$ cat src/rtl/core/cgc_pkg.sv
// ----------------------------------------------------------------------------
// cgc_pkg: shared types and constants of the coverage colorizer
// Holds the controller state encoding, the command and status bundles that
// pass between controller and datapath, and the fixed field widths.
// ----------------------------------------------------------------------------
`default_nettype none

package cgc_pkg;

  // Fixed field widths.
  localparam int CH_W    = 8;
  localparam int COLOR_W = 24;
  localparam int DIM_W   = 13;
  localparam int DIM_MAX = 8191;
  localparam int NUM_CH  = 3;

  // The quotient of one gradient channel is below 256, so eight
  // restoring steps resolve it.
  localparam int QUOT_W = 8;
  localparam int STEP_W = 3;
  localparam logic [STEP_W-1:0] STEP_LAST = 3'd7;
  localparam logic [STEP_W-1:0] STEP_ZERO = 3'd0;

  // Register map.
  localparam int ADDR_W = 5;
  localparam int IDX_W  = 3;
  localparam int DATA_W = 32;
  localparam logic [IDX_W-1:0] REG_WIDTH    = 3'd0;
  localparam logic [IDX_W-1:0] REG_HEIGHT   = 3'd1;
  localparam logic [IDX_W-1:0] REG_START    = 3'd2;
  localparam logic [IDX_W-1:0] REG_END      = 3'd3;
  localparam logic [IDX_W-1:0] REG_GRADIENT = 3'd4;

  typedef enum logic [4:0] {
    ST_IDLE = 5'b00001,
    ST_MUL  = 5'b00010,
    ST_DIV  = 5'b00100,
    ST_LOAD = 5'b01000,
    ST_OUT  = 5'b10000
  } state_t;

  typedef struct packed {
    logic              accept;
    logic              mul;
    logic              div_step;
    logic              load;
    logic [STEP_W-1:0] div_shift;
  } dp_cmd_t;

  typedef struct packed {
    logic zero_dim;
    logic row_end;
    logic gradient;
  } dp_status_t;

endpackage

`default_nettype wire

$ cat src/rtl/core/coverage_to_rgba_gradient_colorizer.sv
// ----------------------------------------------------------------------------
// coverage_to_rgba_gradient_colorizer: glyph coverage to RGBA pixels
// Turns a raster-ordered coverage stream into pixels with a single or a
// vertically graded color, flagging the last pixel of each row and image.
// ----------------------------------------------------------------------------
// Usage: coverage bytes arrive on the in_ channel, one transfer per pixel in
// raster order; each yields one transfer on the out_ channel carrying alpha
// (the coverage), the row color, and row and image end flags. Registers are
// set over the APB port while the stream is idle: width at 0x00, height at
// 0x04, start color at 0x08, end color at 0x0C, gradient enable at 0x10.
// The result is valid in the cycle after acceptance in single-color mode
// and for every pixel of a row whose color is already known. In gradient
// mode the first pixel of each row, and the first after any register write,
// goes through the multiply state for the per-channel multiply, the divide
// state for the restoring divide (one quotient bit per cycle, three channels
// side by side), the load state that clamps and loads the color, and then
// the output state. Within a row, one pixel per cycle while out_ready is high.
// A new pixel is taken in the same cycle that the held result is taken; while
// out_ready is low the result holds and in_ready stays low. With zero width
// or height a pixel is consumed and produces nothing. Reset clears the counters
// and sets width 1, height 1, black colors and single-color mode.
// ----------------------------------------------------------------------------
`default_nettype none

module coverage_to_rgba_gradient_colorizer #(
  parameter int MAX_WIDTH  = 4096,
  parameter int MAX_HEIGHT = 4096
) (
  input  wire logic                        clk,
  input  wire logic                        rst_n,
  // Configuration port.
  input  wire logic                        psel,
  input  wire logic                        penable,
  input  wire logic                        pwrite,
  input  wire logic [cgc_pkg::ADDR_W-1:0]  paddr,
  input  wire logic [cgc_pkg::DATA_W-1:0]  pwdata,
  output logic      [cgc_pkg::DATA_W-1:0]  prdata,
  output logic                             pready,
  // Coverage input.
  input  wire logic                        in_valid,
  output logic                             in_ready,
  input  wire logic [cgc_pkg::CH_W-1:0]    in_coverage,
  // Pixel output.
  output logic                             out_valid,
  input  wire logic                        out_ready,
  output logic      [cgc_pkg::CH_W-1:0]    out_alpha,
  output logic      [cgc_pkg::CH_W-1:0]    out_red,
  output logic      [cgc_pkg::CH_W-1:0]    out_green,
  output logic      [cgc_pkg::CH_W-1:0]    out_blue,
  output logic                             out_row_end,
  output logic                             out_image_end
);

  logic [cgc_pkg::DIM_W-1:0]   image_width_r;
  logic [cgc_pkg::DIM_W-1:0]   image_height_r;
  logic [cgc_pkg::COLOR_W-1:0] start_color_r;
  logic [cgc_pkg::COLOR_W-1:0] end_color_r;
  logic                        gradient_on_r;

  logic                        cfg_wr;
  logic [cgc_pkg::IDX_W-1:0]   cfg_idx;
  cgc_pkg::dp_cmd_t            cmd;
  cgc_pkg::dp_status_t         status;

  // The register index is the word address; unused indexes are ignored.
  assign pready  = 1'b1;
  assign cfg_wr  = psel && penable && pwrite && pready;
  assign cfg_idx = paddr[cgc_pkg::ADDR_W-1:2];

  always_ff @(posedge clk) begin
    if (!rst_n) begin
      image_width_r  <= cgc_pkg::DIM_W'(1);
      image_height_r <= cgc_pkg::DIM_W'(1);
      start_color_r  <= '0;
      end_color_r    <= '0;
      gradient_on_r  <= 1'b0;
    end else if (cfg_wr) begin
      case (cfg_idx)
        cgc_pkg::REG_WIDTH:    image_width_r  <= pwdata[cgc_pkg::DIM_W-1:0];
        cgc_pkg::REG_HEIGHT:   image_height_r <= pwdata[cgc_pkg::DIM_W-1:0];
        cgc_pkg::REG_START:    start_color_r  <= pwdata[cgc_pkg::COLOR_W-1:0];
        cgc_pkg::REG_END:      end_color_r    <= pwdata[cgc_pkg::COLOR_W-1:0];
        cgc_pkg::REG_GRADIENT: gradient_on_r  <= pwdata[0];
        default: begin
        end
      endcase
    end
  end

  always_comb begin
    case (cfg_idx)
      cgc_pkg::REG_WIDTH:    prdata = cgc_pkg::DATA_W'(image_width_r);
      cgc_pkg::REG_HEIGHT:   prdata = cgc_pkg::DATA_W'(image_height_r);
      cgc_pkg::REG_START:    prdata = cgc_pkg::DATA_W'(start_color_r);
      cgc_pkg::REG_END:      prdata = cgc_pkg::DATA_W'(end_color_r);
      cgc_pkg::REG_GRADIENT: prdata = cgc_pkg::DATA_W'(gradient_on_r);
      default:               prdata = '0;
    endcase
  end

  cgc_ctrl u_ctrl (
    .clk       (clk),
    .rst_n     (rst_n),
    .in_valid  (in_valid),
    .in_ready  (in_ready),
    .out_valid (out_valid),
    .out_ready (out_ready),
    .cfg_wr    (cfg_wr),
    .status    (status),
    .cmd       (cmd)
  );

  cgc_datapath #(
    .MAX_WIDTH  (MAX_WIDTH),
    .MAX_HEIGHT (MAX_HEIGHT)
  ) u_datapath (
    .clk          (clk),
    .rst_n        (rst_n),
    .cmd          (cmd),
    .status       (status),
    .image_width  (image_width_r),
    .image_height (image_height_r),
    .start_color  (start_color_r),
    .end_color    (end_color_r),
    .gradient_on  (gradient_on_r),
    .coverage     (in_coverage),
    .alpha        (out_alpha),
    .red          (out_red),
    .green        (out_green),
    .blue         (out_blue),
    .row_end      (out_row_end),
    .image_end    (out_image_end)
  );

endmodule

`default_nettype wire

$ cat src/rtl/core/cgc_datapath.sv
// ----------------------------------------------------------------------------
// cgc_datapath: counters, gradient arithmetic and result registers
// Tracks column and row, forms the row color with one multiply and an
// eight-step shared-time restoring divide per channel, and holds the result.
// ----------------------------------------------------------------------------
`default_nettype none

module cgc_datapath #(
  parameter int MAX_WIDTH  = 4096,
  parameter int MAX_HEIGHT = 4096
) (
  input  wire logic                          clk,
  input  wire logic                          rst_n,
  input  wire cgc_pkg::dp_cmd_t              cmd,
  output cgc_pkg::dp_status_t                status,
  input  wire logic [cgc_pkg::DIM_W-1:0]     image_width,
  input  wire logic [cgc_pkg::DIM_W-1:0]     image_height,
  input  wire logic [cgc_pkg::COLOR_W-1:0]   start_color,
  input  wire logic [cgc_pkg::COLOR_W-1:0]   end_color,
  input  wire logic                          gradient_on,
  input  wire logic [cgc_pkg::CH_W-1:0]      coverage,
  output logic      [cgc_pkg::CH_W-1:0]      alpha,
  output logic      [cgc_pkg::CH_W-1:0]      red,
  output logic      [cgc_pkg::CH_W-1:0]      green,
  output logic      [cgc_pkg::CH_W-1:0]      blue,
  output logic                               row_end,
  output logic                               image_end
);

  localparam int CW    = (MAX_WIDTH > 1) ? $clog2(MAX_WIDTH) : 1;
  localparam int RW    = (MAX_HEIGHT > 1) ? $clog2(MAX_HEIGHT) : 1;
  localparam int W_LIM = (MAX_WIDTH < cgc_pkg::DIM_MAX) ? MAX_WIDTH : cgc_pkg::DIM_MAX;
  localparam int H_LIM = (MAX_HEIGHT < cgc_pkg::DIM_MAX) ? MAX_HEIGHT : cgc_pkg::DIM_MAX;
  localparam int CXW   = (CW > cgc_pkg::DIM_W) ? CW : cgc_pkg::DIM_W;
  localparam int RXW   = (RW > cgc_pkg::DIM_W) ? RW : cgc_pkg::DIM_W;
  localparam int MW    = cgc_pkg::CH_W + RW;
  localparam int XW    = (MW > cgc_pkg::DIM_W + cgc_pkg::QUOT_W) ?
                         MW : cgc_pkg::DIM_W + cgc_pkg::QUOT_W;
  localparam int VW    = cgc_pkg::CH_W + 2;

  logic [cgc_pkg::DIM_W-1:0] w_eff;
  logic [cgc_pkg::DIM_W-1:0] h_eff;
  logic [CXW-1:0]            w_last;
  logic [RXW-1:0]            h_last;
  logic                      rend;
  logic                      iend;
  logic [RW-1:0]             r_sel;

  logic [CW-1:0]  col_r, col_nxt;
  logic [RW-1:0]  row_r, row_nxt;
  logic [RW-1:0]  r_r;
  logic [cgc_pkg::CH_W-1:0]    cov_r;
  logic                        rend_r, iend_r;
  logic [cgc_pkg::COLOR_W-1:0] color_r;
  logic [cgc_pkg::NUM_CH-1:0][cgc_pkg::CH_W-1:0] lane_val;

  assign w_eff = (image_width > cgc_pkg::DIM_W'(W_LIM)) ? cgc_pkg::DIM_W'(W_LIM) : image_width;
  assign h_eff = (image_height > cgc_pkg::DIM_W'(H_LIM)) ?
                 cgc_pkg::DIM_W'(H_LIM) : image_height;

  assign w_last = CXW'(w_eff) - CXW'(1);
  assign h_last = RXW'(h_eff) - RXW'(1);

  // A column or row at or past the last one ends the row or image, which
  // covers geometry shrunk in the middle of an image.
  assign rend  = CXW'(col_r) >= w_last;
  assign iend  = rend && (RXW'(row_r) >= h_last);
  assign r_sel = (RXW'(row_r) < RXW'(h_eff)) ? row_r : RW'(h_last);

  assign status.zero_dim = (w_eff == '0) || (h_eff == '0);
  assign status.row_end  = rend;
  assign status.gradient = gradient_on;

  always_comb begin
    col_nxt = col_r;
    row_nxt = row_r;
    if (cmd.accept && !status.zero_dim) begin
      if (rend) begin
        col_nxt = '0;
        row_nxt = iend ? '0 : row_r + RW'(1);
      end else begin
        col_nxt = col_r + CW'(1);
      end
    end
  end

  always_ff @(posedge clk) begin
    if (!rst_n) begin
      col_r <= '0;
      row_r <= '0;
    end else begin
      col_r <= col_nxt;
      row_r <= row_nxt;
    end
  end

  genvar ch;
  generate
    for (ch = 0; ch < cgc_pkg::NUM_CH; ch++) begin : g_lane
      logic [cgc_pkg::CH_W-1:0] s_ch;
      logic [cgc_pkg::CH_W-1:0] e_ch;
      logic [cgc_pkg::CH_W:0]   diff;
      logic [cgc_pkg::CH_W:0]   diff_abs;
      logic [MW-1:0]            prod;
      logic [XW-1:0]            den;
      logic [XW-1:0]            rem_r;
      logic [cgc_pkg::QUOT_W-1:0] q_r;
      logic                     neg_r;
      logic signed [VW-1:0]     val;

      assign s_ch     = start_color[ch*cgc_pkg::CH_W +: cgc_pkg::CH_W];
      assign e_ch     = end_color[ch*cgc_pkg::CH_W +: cgc_pkg::CH_W];
      assign diff     = {1'b0, e_ch} - {1'b0, s_ch};
      assign diff_abs = diff[cgc_pkg::CH_W] ? (~diff + 1'b1) : diff;
      assign prod     = MW'(diff_abs[cgc_pkg::CH_W-1:0]) * MW'(r_r);
      assign den      = XW'(h_eff) << cmd.div_shift;

      // Magnitude division, sign applied after, gives truncation toward zero.
      always_ff @(posedge clk) begin
        if (cmd.mul) begin
          rem_r <= XW'(prod);
          q_r   <= '0;
          neg_r <= diff[cgc_pkg::CH_W];
        end else if (cmd.div_step) begin
          if (rem_r >= den) begin
            rem_r              <= rem_r - den;
            q_r[cmd.div_shift] <= 1'b1;
          end
        end
      end

      assign val = neg_r ? (signed'(VW'(s_ch)) - signed'(VW'(q_r))) :
                           (signed'(VW'(s_ch)) + signed'(VW'(q_r)));

      always_comb begin
        if (val[VW-1]) begin
          lane_val[ch] = '0;
        end else if (val[VW-2]) begin
          lane_val[ch] = '1;
        end else begin
          lane_val[ch] = val[cgc_pkg::CH_W-1:0];
        end
      end
    end
  endgenerate

  always_ff @(posedge clk) begin
    if (cmd.accept) begin
      cov_r  <= coverage;
      rend_r <= rend;
      iend_r <= iend;
      r_r    <= r_sel;
      if (!gradient_on) begin
        color_r <= start_color;
      end
    end else if (cmd.load) begin
      color_r <= lane_val;
    end
  end

  assign alpha     = cov_r;
  assign red       = color_r[2*cgc_pkg::CH_W +: cgc_pkg::CH_W];
  assign green     = color_r[cgc_pkg::CH_W +: cgc_pkg::CH_W];
  assign blue      = color_r[0 +: cgc_pkg::CH_W];
  assign row_end   = rend_r;
  assign image_end = iend_r;

endmodule

`default_nettype wire

$ cat src/rtl/core/cgc_ctrl.sv
// ----------------------------------------------------------------------------
// cgc_ctrl: sequencing of the coverage colorizer
// Runs the handshakes, decides when a row color has to be worked out, steps
// the divider and keeps a flag that tells whether the held row color is good.
// ----------------------------------------------------------------------------
`default_nettype none

module cgc_ctrl (
  input  wire logic                clk,
  input  wire logic                rst_n,
  input  wire logic                in_valid,
  output logic                     in_ready,
  output logic                     out_valid,
  input  wire logic                out_ready,
  input  wire logic                cfg_wr,
  input  wire cgc_pkg::dp_status_t status,
  output cgc_pkg::dp_cmd_t         cmd
);

  cgc_pkg::state_t state_r, state_nxt, dispatch;
  logic [cgc_pkg::STEP_W-1:0] step_r, step_nxt;
  logic color_ok_r, color_ok_nxt;
  logic accept;

  assign in_ready  = (state_r == cgc_pkg::ST_IDLE) ||
                     ((state_r == cgc_pkg::ST_OUT) && out_ready);
  assign out_valid = (state_r == cgc_pkg::ST_OUT);
  assign accept    = in_valid && in_ready;

  always_comb begin
    if (status.zero_dim) begin
      dispatch = cgc_pkg::ST_IDLE;
    end else if (status.gradient && !color_ok_r) begin
      dispatch = cgc_pkg::ST_MUL;
    end else begin
      dispatch = cgc_pkg::ST_OUT;
    end
  end

  always_comb begin
    state_nxt = state_r;
    step_nxt  = step_r;
    case (state_r)
      cgc_pkg::ST_IDLE: begin
        if (accept) begin
          state_nxt = dispatch;
        end
      end
      cgc_pkg::ST_MUL: begin
        state_nxt = cgc_pkg::ST_DIV;
        step_nxt  = cgc_pkg::STEP_LAST;
      end
      cgc_pkg::ST_DIV: begin
        if (step_r == cgc_pkg::STEP_ZERO) begin
          state_nxt = cgc_pkg::ST_LOAD;
        end else begin
          step_nxt = step_r - 1'b1;
        end
      end
      cgc_pkg::ST_LOAD: begin
        state_nxt = cgc_pkg::ST_OUT;
      end
      cgc_pkg::ST_OUT: begin
        if (accept) begin
          state_nxt = dispatch;
        end else if (out_ready) begin
          state_nxt = cgc_pkg::ST_IDLE;
        end
      end
      default: begin
        state_nxt = cgc_pkg::ST_IDLE;
      end
    endcase
  end

  // The held color stays good for the rest of a row in gradient mode; a
  // new row or any register write means it must be worked out again.
  always_comb begin
    color_ok_nxt = color_ok_r;
    if (cfg_wr) begin
      color_ok_nxt = 1'b0;
    end else if (accept && !status.zero_dim) begin
      color_ok_nxt = status.gradient && !status.row_end;
    end
  end

  always_ff @(posedge clk) begin
    if (!rst_n) begin
      state_r    <= cgc_pkg::ST_IDLE;
      step_r     <= cgc_pkg::STEP_ZERO;
      color_ok_r <= 1'b0;
    end else begin
      state_r    <= state_nxt;
      step_r     <= step_nxt;
      color_ok_r <= color_ok_nxt;
    end
  end

  assign cmd.accept    = accept;
  assign cmd.mul       = (state_r == cgc_pkg::ST_MUL);
  assign cmd.div_step  = (state_r == cgc_pkg::ST_DIV);
  assign cmd.load      = (state_r == cgc_pkg::ST_LOAD);
  assign cmd.div_shift = step_r;

  a_mul_then_div: assert property (@(posedge clk) disable iff (!rst_n)
    state_r == cgc_pkg::ST_MUL |=> state_r == cgc_pkg::ST_DIV && step_r == cgc_pkg::STEP_LAST)
    else $error("divide did not start from the top quotient bit");

  a_no_accept_busy: assert property (@(posedge clk) disable iff (!rst_n)
    (state_r == cgc_pkg::ST_MUL || state_r == cgc_pkg::ST_DIV || state_r == cgc_pkg::ST_LOAD)
    |-> !cmd.accept)
    else $error("transfer accepted while the row color is being computed");

  a_cfg_clears_cache: assert property (@(posedge clk) disable iff (!rst_n)
    cfg_wr |=> !color_ok_r)
    else $error("row color kept across a register write");

  a_stale_goes_to_calc: assert property (@(posedge clk) disable iff (!rst_n)
    (accept && status.gradient && !color_ok_r && !status.zero_dim)
    |=> state_r == cgc_pkg::ST_MUL)
    else $error("gradient pixel emitted without a fresh row color");

endmodule

`default_nettype wire

$ cat config.mk
export PLATFORM = sky130hd
export DESIGN_NAME = coverage_to_rgba_gradient_colorizer
export DESIGN_NICKNAME = d
export VERILOG_FILES = /design/src/rtl/core/cgc_pkg.sv /design/src/rtl/core/coverage_to_rgba_gradient_colorizer.sv /design/src/rtl/core/cgc_datapath.sv /design/src/rtl/core/cgc_ctrl.sv
export SDC_FILE = /design/constraint.sdc
export NUM_CORES = 1
export LEC_CHECK = 0
export BUFFER_PORTS_ARGS = -buffer_cell sky130_fd_sc_hd__buf_2
export CORE_MARGIN = 1.5
export CORE_UTILIZATION = 48
export DETAILED_ROUTE_END_ITERATION = 6
export PLACE_DENSITY = 0.72
export SETUP_SLACK_MARGIN = 0.3
export SYNTH_ARGS = -nofsm -noshare
export SYNTH_HDL_FRONTEND = slang
export SYNTH_HIERARCHICAL = 1
export SYNTH_SLANG_ARGS = --single-unit
$ cat constraint.sdc
create_clock -name clk -period 9.3 [get_ports clk]
set_input_delay 1.86 -clock clk [delete_from_list [all_inputs] [get_ports clk]]
set_output_delay 1.86 -clock clk [all_outputs]
set_load 0.1 [all_outputs]
# --- After elaboration in Yosys (flattened, before gate mapping) ---
# Cells that the tools add are included.
classes:
  n_mux: 41
  n_addsub: 20
  n_mul: 3
  div: 0
  n_reduce_logical: 39
  eq_ne: 14
  n_lt_le_gt_ge: 10
  n_shift: 1
  bitwise_logic: 7
ops:
  columns: ["operator", "count"]
  rows:
  - ["$mux W20", 9]
  - ["$pmux W24 S5", 1]
  - ["$mux W24", 3]
  - ["$mux W8", 9]
  - ["$ge A21 B21 Y1", 3]
  - ["$sub A21 B21 Y21", 3]
  - ["$mul A8 B12 Y20", 3]
  - ["$sub A8 B8 Y9", 6]
  - ["$mux W12", 3]
  - ["$mux W10", 3]
  - ["$mux W5", 6]
  - ["$reduce_and A2 Y1", 14]
  - ["$add A8 B8 Y9", 3]
  - ["$ge A12 B13 Y1", 2]
  - ["$gt A13 B13 Y1 const B", 2]
  - ["$logic_not A13 Y1", 2]
  - ["$mux W13", 2]
  - ["$sub A13 B1 Y13 const B", 2]
  - ["$pmux W5 S5", 1]
  - ["$add A12 B1 Y12 const B", 2]
  - ["$add A8 B1 Y8 const B", 3]
  - ["$not A8 Y8", 3]
  - ["$or A8 B8 Y8", 3]
  - ["$shl A13 B3 Y21", 1]
  - ["other kinds (27)", 46]
totals:
  regBits: 244
  ram_bits: 0
  latchBits: 0
  inputBits: 52
  mem_bits_ro: 0
  n_memories: 0
  elab_cells: 162

# --- Logic depth before layout (Yosys ltp) ---
# Gate-level depths: netlist (run 1).
depth:
  word_depth: 7
  ltp_mapped: 32
  depth_no_buf: 31

# --- Modules after synthesis ---
# Netlist (run 1), hierarchy kept.
modules_own_cells:
  columns: ["module", "area_each_um2", "n_inst", "cells_per_inst", "seq_area_each_um2"]
  rows:
  - ["cgc_datapath", 23425.0, 1, 2740, 4294.1]
  - ["coverage_to_rgba_gradient_colorizer", 3559.7, 1, 350, 1501.4]
  - ["cgc_ctrl", 574.3, 1, 65, 180.2]

# --- Least setup slack after synthesis (run 1) ---
# OpenSTA, ideal clock, no wires.
synth_timing:
  kind: "reg-to-reg"
  from: "register start_color_r[9] (netlist name)"
  to: "register u_datapath.g_lane[1].rem_r[19], data pin"
  setup_slack_ns: 2.090
  setup_time_ns: 0.256
  arrival_ns: 6.953
  path_buffers: 1
  t_required_ns: 9.044
  path_stages_with_launch: 28
  cell_sequence: "dfxtp_1 > inv_1 > fa_1 > a21o_1 > a21oi_1 > nor2b_1 > nor3_1 > o21bai_1 > a21oi_1 > nor2b_1 > xnor2_1 > clkbuf_1 > nor2b_1 > fa_1 > inv_1 > fa_1 > fa_1 > fa_1 > inv_1 > ha_1 > or2_2 > o41a_1 > o211a_1 > o21a_1 > o21a_1 > o41a_1 > xnor2_1 > a22o_1"
synth_rtl:
  columns: ["item", "line_no", "source"]
  rows:
  - ["start, declared", "coverage_to_rgba_gradient_colorizer.sv:56", "logic [cgc_pkg::COLOR_W-1:0] start_color_r;"]
  - ["start signal, assigned", "coverage_to_rgba_gradient_colorizer.sv:81", "cgc_pkg::REG_START: start_color_r <= pwdata[cgc_pkg::COLOR_W-1:0];"]
  - ["$sub A8 B8 Y9", "cgc_datapath.sv:113", "assign diff = {1'b0, e_ch} - {1'b0, s_ch};"]
  - ["named net u_datapath.g_lane[1].diff, one bit", "cgc_datapath.sv:102", "logic [cgc_pkg::CH_W:0] diff;"]
  - ["$mux W8", "cgc_datapath.sv:114", "assign diff_abs = diff[cgc_pkg::CH_W] ? (~diff + 1'b1) : diff;"]
  - ["$mul A8 B12 Y20", "cgc_datapath.sv:115", "assign prod = MW'(diff_abs[cgc_pkg::CH_W-1:0]) * MW'(r_r);"]
  - ["$mux W20", "cgc_datapath.sv:120", "if (cmd.mul) begin"]
  - ["end signal, assigned", "cgc_datapath.sv:121", "rem_r <= XW'(prod);"]
  - ["end signal, assigned", "cgc_datapath.sv:126", "rem_r <= rem_r - den;"]
  - ["end, declared", "cgc_datapath.sv:106", "logic [XW-1:0] rem_r;"]
# The timed path passes the listed nets, and every way through them passes these cells.
# A chain may end at the register's enable or synchronous reset.

# --- Final worst setup path (run 1) ---
# Same ends and word-level chain as after synthesis.

==> reports/metrics.cfg, run 1 <==
[route]
ant_nets = 0
wire_per_inst_um = 17.7
num_vias = 22258
viasPerCell = 5.60
drt_iter0_markers = 1602
finalWirelength_mm = 70.2
drc = 0
dr.pass1.iters = 5

[sta]
final_hold_viol_count = 0
rsz0062_at_grt = no
fin_crit_ns = 8.18
fmax_mhz = 122
finalSetupTns_ns = 0
final.setup_skew_ns = 0.0136
slew_violations = 0
fin_crit_sh_pct = 87.9
timing.slew.headroom_pct = 22.4
tightest_slew_ns = 1.16
setup_viol = 0

[global_route]
grt_max_degree = 101
antenna_found_initial = 2
grt_first_pass_wirelength_mm = 113
grt_pass1_vias = 21551
grt.overflow.total = 0
grt_usage_pct = 23.6

[critical_path]
cpMostUsedCell = fa_1
r2r_setup_slack_ns = 1.12
cp.required_ns = 9.63
worst-path-max-fanout = 9
r2r_end = u_datapath/g_lane[1].rem_r[19]
arrival_ns = 8.50
max_stage_delay_ns = 0.65
r2r_cells = 27
start_kind = flop
timing.rr.start = start_color_r[9]
slowest_stage = a21oi_1
critPathKind = flop to flop
worst_setup_path_end_kind = flop

[yosys]
avgSynthCellArea_um2 = 8.74
syn_inst = 3155
ys.flop_type = dfxtp_1
synth_cell_types = 100
syn_area_um2 = 27600
synth_area_leader_cell = fa_1
synth_top_area_share_pct = 13.9
async_reset_ff_share_pct = 0
ys_warn_count = 6
synthTopCellsByArea = fa_1, ha_1, edfxtp_1
synth_seq_cells = 244
seq_area_frac_synth_pct = 21.7
synth-edff-count = 109

[clock_tree]
postCtsSetupBuffers = 0
clock_path_buffers = 3
clk_latency_ns = 0.57
h-tree-depth = 1
cts_hold_buf = 0
cts.root.buffer_cell = clkbuf_16
cts.sinks = 244
post_cts_resized = 0
numCtsBuffers = 28
cts_tree = built
cts.clk_slew.worst_paths_ns = 0.06

[floorplan]
initial_core_util_pct = 48.7
core_area_um2 = 56600
pin_count = 121
rows = 87
die_width_um = 243
die-area_um2 = 58900
die_height_um = 243

[placement]
dpl.hpwl_mm = 53.0
io_buffers = 101
place.gp.congestion = 0.963
dp.cells = 3923

[power_and_ir_drop]
vdd.ir_drop.worst_uv = 143
power_frac_clock_pct = 33.1
leakage_nw = 12.8
pwr_density_cell_nw_per_um2 = 120
fin_total_pwr_mw = 3.56
p_comb_share_pct = 32.2
intPower_mw = 2.24
p_switching_mw = 1.32
power_frac_seq_pct = 34.7
p_sw_share_pct = 37.2

[flow_run]
maxCapViolCount = 0

[layout]
fillers = 5312
drive_gt1_share_pct = 7.86
n_antenna_cell = 0
nNetsFinal = 3738
instances_no_fill = 3975
synthToLayoutAreaGrowth_pct = 7.73

[outcome]
outcome = completed

[min_path]
min_path_cells = 2
holdPathEnd = end_color_r[16]
hp-class = flop to flop
hold_start = end_color_r[16]

[sequential cells by signal, summed over array words and instances (netlist names), 12 cells and up]
| signal | flops |
|---|---|
| start_color_r | 24 |
| u_datapath/col_r | 12 |
| u_datapath/g_lane.q_r | 24 |
| u_datapath/color_r | 24 |
| end_color_r | 24 |
| image_height_r | 13 |
| image_width_r | 13 |
| u_datapath/row_r | 12 |
| u_datapath/r_r | 12 |
| u_datapath/g_lane.rem_r | 63 |
[logic make-up (layout without fill, tap and decap cells)]
logic type | count (synthesis) | count (layout) | synth area share [%]
other | 2 | 9 | 0.0273
buffers and inverters | 500 | 557 | 7.47
AND/OR/NAND/NOR | 1036 | 1036 | 19.2
multiplexers | 131 | 131 | 5.34
flip-flops | 244 | 244 | 21.7
AO/OA/AOI/OAI | 590 | 590 | 13.7
adder cells (fa/ha/maj) | 489 | 489 | 27.4
XOR/XNOR | 163 | 163 | 5.18
[power groups by stage]
stage          Clock (mW)  Combinational (mW)  Sequential, mW
3_5_place_dp            0                1.15            1.26
6_report             1.18                1.15            1.24
2_1_floorplan           0               0.702            1.43
3_3_place_gp            0                1.13            1.26
4_1_cts              1.20                1.15            1.24
5_1_grt              1.23                1.26            1.24
[metrics by stage]
stage                     utilization, %  hold WS [ns]  cell area [um2]  setup WS, ns
after floorplan                        -         0.443            27600          2.09
after global placement              50.7         0.460            28700          1.24
after detailed placement            50.7         0.470            28700          1.17
after CTS                           52.4         0.479            29700          1.16
after global routing                52.4         0.497            29700         0.654
final                               52.4         0.481            29700          1.12
[cells in the mapped netlist (9+ instances only)]
| library cell | number |
|---|---|
| inv_1 | 356 |
| ha_1 | 297 |
| nand2_1 | 292 |
| nor2_1 | 202 |
| fa_1 | 192 |
| a21oi_1 | 170 |
| o21ai_0 | 139 |
| and2_1 | 137 |
| dfxtp_1 | 135 |
| nor2b_1 | 123 |
| xnor2_1 | 114 |
| mux2i_1 | 110 |
| edfxtp_1 | 109 |
| clkbuf_1 | 103 |
| nand2b_1 | 72 |
| a21o_1 | 55 |
| xor2_1 | 49 |
| nor3_1 | 48 |
| nand3_1 | 42 |
| o21a_1 | 36 |
| a211oi_1 | 27 |
| o21bai_1 | 25 |
| and3_1 | 22 |
| o31ai_1 | 22 |
| nand4_1 | 17 |
| buf_4 | 15 |
| or3_1 | 15 |
| a31oi_1 | 14 |
| o211ai_1 | 14 |
| buf_6 | 12 |
| mux4_2 | 12 |
| or4_1 | 11 |
| mux2_2 | 9 |
[worst max-delay path by stage]
stage | start | endpoint | slack [ns] | depth (start not counted)
floorplan | start_color_r[9] | u_datapath/g_lane[1].rem_r[19] | 2.09 | 27
global placement | start_color_r[9] | u_datapath/g_lane[1].rem_r[19] | 1.24 | 27
detailed placement | start_color_r[9] | u_datapath/g_lane[1].rem_r[19] | 1.17 | 27
CTS | start_color_r[9] | u_datapath/g_lane[1].rem_r[19] | 1.16 | 27
global route | start_color_r[9] | u_datapath/g_lane[1].rem_r[19] | 0.65 | 27
finish | start_color_r[9] | u_datapath/g_lane[1].rem_r[19] | 1.12 | 27
[cell type report]
type / instances / area [um2] / area share (%)
clock buffers: 40 / 892 / 3.00
clock inverters: 12 / 105 / 0.354
inverters: 359 / 1350 / 4.54
multi-input cells: 2418 / 19600 / 65.9
flip-flops and latches: 244 / 5980 / 20.1
well taps: 756 / 946 / 3.19
repair buffers: 146 / 846 / 2.85
[cell usage in the layout, fill, tap and decap left out, types with 8 or more instances in the layout]
cell and n:
a31oi_1 14, a21oi_1 170, ha_1 297, nand4_1 17
and3_1 22, nand2b_1 72, xor2_1 49, mux2_2 9
o41ai_1 8, or4_1 11, a221oi_1 8, inv_1 356
nand3_1 42, edfxtp_1 109, or3_1 15, and2_1 136
xnor2_1 114, dfxtp_1 135, o31ai_1 22, fa_1 192
mux2i_1 109, buf_2 100, nor2b_1 123, a211oi_1 27
o21ai_0 136, buf_4 46, mux4_2 12, nor2_1 202
o21bai_1 25, nor3_1 48, clkbuf_16 33, o21a_1 36
o211ai_1 14, nand2_1 292, nor4_1 8, conb_1 9
a21o_1 55
[routing by layer]
| metal | GRT usage [%] | vias up | part of all wire, % |
|---|---|---|---|
| met2 | 39.6 | 548 | 47 |
| li1 | - | 10756 | - |
| met5 | 0 | - | 0 |
| met4 | 6.89 | 0 | 3.2 |
| met3 | 2.18 | 114 | 4.8 |
| met1 | 32.4 | 10840 | 45 |
[worst max-delay path: cells and delay by family (launching register included)]
kind,cells,cell delay [ns]
flops,1,0.45
buf+inv,4,0.60
xor+xnor,2,0.53
fa+ha+maj,6,2.62
simple gates,5,0.98
compound gates,10,2.75
No activity file was read; power rests on OpenSTA's default activity.
==> inputs of run 2 (changes only) <==
- MAX_ROUTING_LAYER: not set -> met4
==> run 2 against run 1 <==
Via count shrank 0.67%. Global-route usage grew 0.88 points. Worst setup slack lost 0.087 ns. Combinational power is essentially flat. Utilization is essentially flat. Final cell count grew 0.10%. Die area is the same. Non-clock buffer count grew 3. Largest cell class unchanged. Highest routed layer unchanged.
==> reports/metrics.cfg, run 2 (synthesis gave the netlist of run 1 again) <==
[placement]
dpl.hpwl_mm = 53.1  ; was 53.0 mm
place.gp.congestion = 0.969  ; was 0.963
io_buffers = 101  ; unchanged

[sta]
final.setup_skew_ns = 0.00909  ; was 0.0136 ns
slew_violations = 0  ; unchanged
final_hold_viol_count = 0  ; unchanged
timing.slew.headroom_pct = 22.8  ; was 22.4%
setup_viol = 0  ; unchanged
hold_ws_ns = 0.476  ; was 0.481 ns
rsz0062_at_grt = no  ; unchanged
fmax_mhz = 121  ; was 122 MHz
tightest_slew_ns = 1.16  ; about the same
finalSetupTns_ns = 0  ; unchanged
fin_crit_sh_pct = 88.9  ; was 87.9%
fin_crit_ns = 8.26  ; was 8.18 ns

[route]
viasPerCell = 5.56  ; was 5.60
finalWirelength_mm = 70.2  ; about the same
drc = 0  ; unchanged
dr.pass1.iters = 7  ; was 5
drt_iter0_markers = 1584  ; was 1602
wire_per_inst_um = 17.7  ; about the same
num_vias = 22108  ; was 22258
ant_nets = 0  ; unchanged

[power_and_ir_drop]
power_frac_clock_pct = 32.3  ; was 33.1%
fin_total_pwr_mw = 3.51  ; was 3.56 mW
intPower_mw = 2.20  ; was 2.24 mW
p_switching_mw = 1.31  ; was 1.32 mW
power_frac_seq_pct = 35.1  ; was 34.7%
vdd.ir_drop.worst_uv = 147  ; was 143 uV
pwr_density_cell_nw_per_um2 = 118  ; was 120 nW/um2
p_sw_share_pct = 37.3  ; was 37.2%
leakage_nw = 12.8  ; about the same
p_comb_share_pct = 32.6  ; was 32.2%

[critical_path]
start_kind = flop  ; unchanged
crit_family = compound AO/OA/AOI/OAI gates  ; unchanged
cpMostUsedCell = fa_1  ; unchanged
worst-path-max-fanout = 9  ; unchanged
worst_setup_path_end_kind = flop  ; unchanged
critPathKind = flop to flop  ; unchanged
arrival_ns = 8.58  ; was 8.50 ns
max_stage_delay_ns = 0.66  ; was 0.65 ns
slowest_stage = a21oi_1  ; unchanged
cp.required_ns = 9.62  ; was 9.63 ns
path_buf_inv = 4  ; unchanged

[layout]
largest-register = u_datapath/g_lane.rem_r  ; unchanged
final_common_cell = inv_1  ; unchanged
nNetsFinal = 3741  ; was 3738
fillers = 5299  ; was 5312
synthToLayoutAreaGrowth_pct = 7.64  ; was 7.73%
layout.cells.most_common_list = inv_1, ha_1, nand2_1  ; unchanged
drive_gt1_share_pct = 7.85  ; was 7.86%
largest_reg_flops = 63  ; unchanged

[min_path]
hp-class = flop to flop  ; unchanged

[clock_tree]
clk_latency_ns = 0.56  ; was 0.57 ns
h-tree-depth = 1  ; unchanged
numCtsBuffers = 28  ; unchanged
post_cts_resized = 0  ; unchanged
cts.clk_slew.worst_paths_ns = 0.07  ; was 0.06 ns
cts_hold_buf = 0  ; unchanged
postCtsSetupBuffers = 0  ; unchanged
cts.sinks = 244  ; unchanged
cts_tree = built  ; unchanged
cts.root.buffer_cell = clkbuf_16  ; unchanged
clock_path_buffers = 3  ; unchanged

[global_route]
grt.overflow.total = 0  ; unchanged
grt_first_pass_wirelength_mm = 114  ; was 113 mm
antenna_found_initial = 1  ; was 2
grt_max_degree = 101  ; unchanged
grt_usage_pct = 24.5  ; was 23.6%
grt_pass1_vias = 21752  ; was 21551

[outcome]
outcome = completed  ; unchanged

[floorplan]
rows = 87  ; unchanged
core_area_um2 = 56600  ; unchanged
pin_count = 121  ; unchanged
initial_core_util_pct = 48.7  ; unchanged
die_height_um = 243  ; unchanged
die_width_um = 243  ; unchanged
die-area_um2 = 58900  ; unchanged

[flow_run]
maxCapViolCount = 0  ; unchanged

## run 2: cell types whose count changed in the layout (fill, tap and decap cells not counted)
| cell | previous run | this run |
|---|---|---|
| diode_2 | 0 | 1 |
| buf_4 | 46 | 49 |
| clkinv_2 | 4 | 5 |
| clkinv_4 | 3 | 2 |
| inv_4 | 1 | 0 |
| clkbuf_16 | 33 | 31 |
| clkbuf_1 | 3 | 6 |
## run 2: through the flow
stage	instance area (um2)	setup WS [ns]	cells	util (%)
global placement	28700	1.26	3926	50.7
global route	29700	0.705	3979	52.4
CTS	29700	1.08	3978	52.4
detailed placement	28700	1.11	3926	50.7
finish	29700	1.04	3979	52.4
floorplan	27600	2.09	3162	-
## run 2: cell type report
cell class                      instances  area, um2  share of cell area, %
Clock inverter                         11       95.1                  0.321
Inverter                              359       1350                   4.54
Tap cell                              756        946                   3.19
Clock buffer                           41        853                   2.88
Multi-Input combinational cell       2418      19600                   66.0
Timing Repair Buffer                  149        868                   2.93
Antenna cell                            1       2.50                0.00844
Sequential cell                       244       5980                   20.1
## run 2: power by group through the flow
| stage | sequential, mW | clock [mW] | combinational [mW] |
|---|---|---|---|
| after global routing | 1.24 | 1.20 | 1.26 |
| after detailed placement | 1.26 | 0 | 1.14 |
| after floorplan | 1.43 | 0 | 0.702 |
| after global placement | 1.25 | 0 | 1.13 |
| after CTS | 1.23 | 1.16 | 1.15 |
| final | 1.23 | 1.14 | 1.15 |
## run 2: worst reg2reg max path, delay by kind of cell (launching register included)
kind                       cells  cell delay (ns)
DFF                            1             0.44
buffers and inverters          4             0.60
AOI/OAI and AO/OA             10             2.77
xor gates and xnor gates       2             0.52
and+or+nand+nor                5             1.06
adders and majority gates      6             2.63
## run 2: final timing paths
| check | cells past startpoint | endpoint | slack, ns | startpoint |
|---|---|---|---|---|
| min reg2reg | 2 | end_color_r[2] | 0.48 | end_color_r[2] |
| max | 27 | u_datapath/g_lane[1].rem_r[19] | 1.04 | start_color_r[9] |
| min | 2 | end_color_r[2] | 0.48 | end_color_r[2] |
| max reg2reg | 27 | u_datapath/g_lane[1].rem_r[19] | 1.04 | start_color_r[9] |
## run 2: per-layer routing
metal	track usage, %	part of all wire (%)	up-vias
met2	39.6	46	524
met5	-	0	-
met1	31.9	45	10688
met4	8.26	3.7	0
li1	-	-	10768
met3	2.84	5.1	128
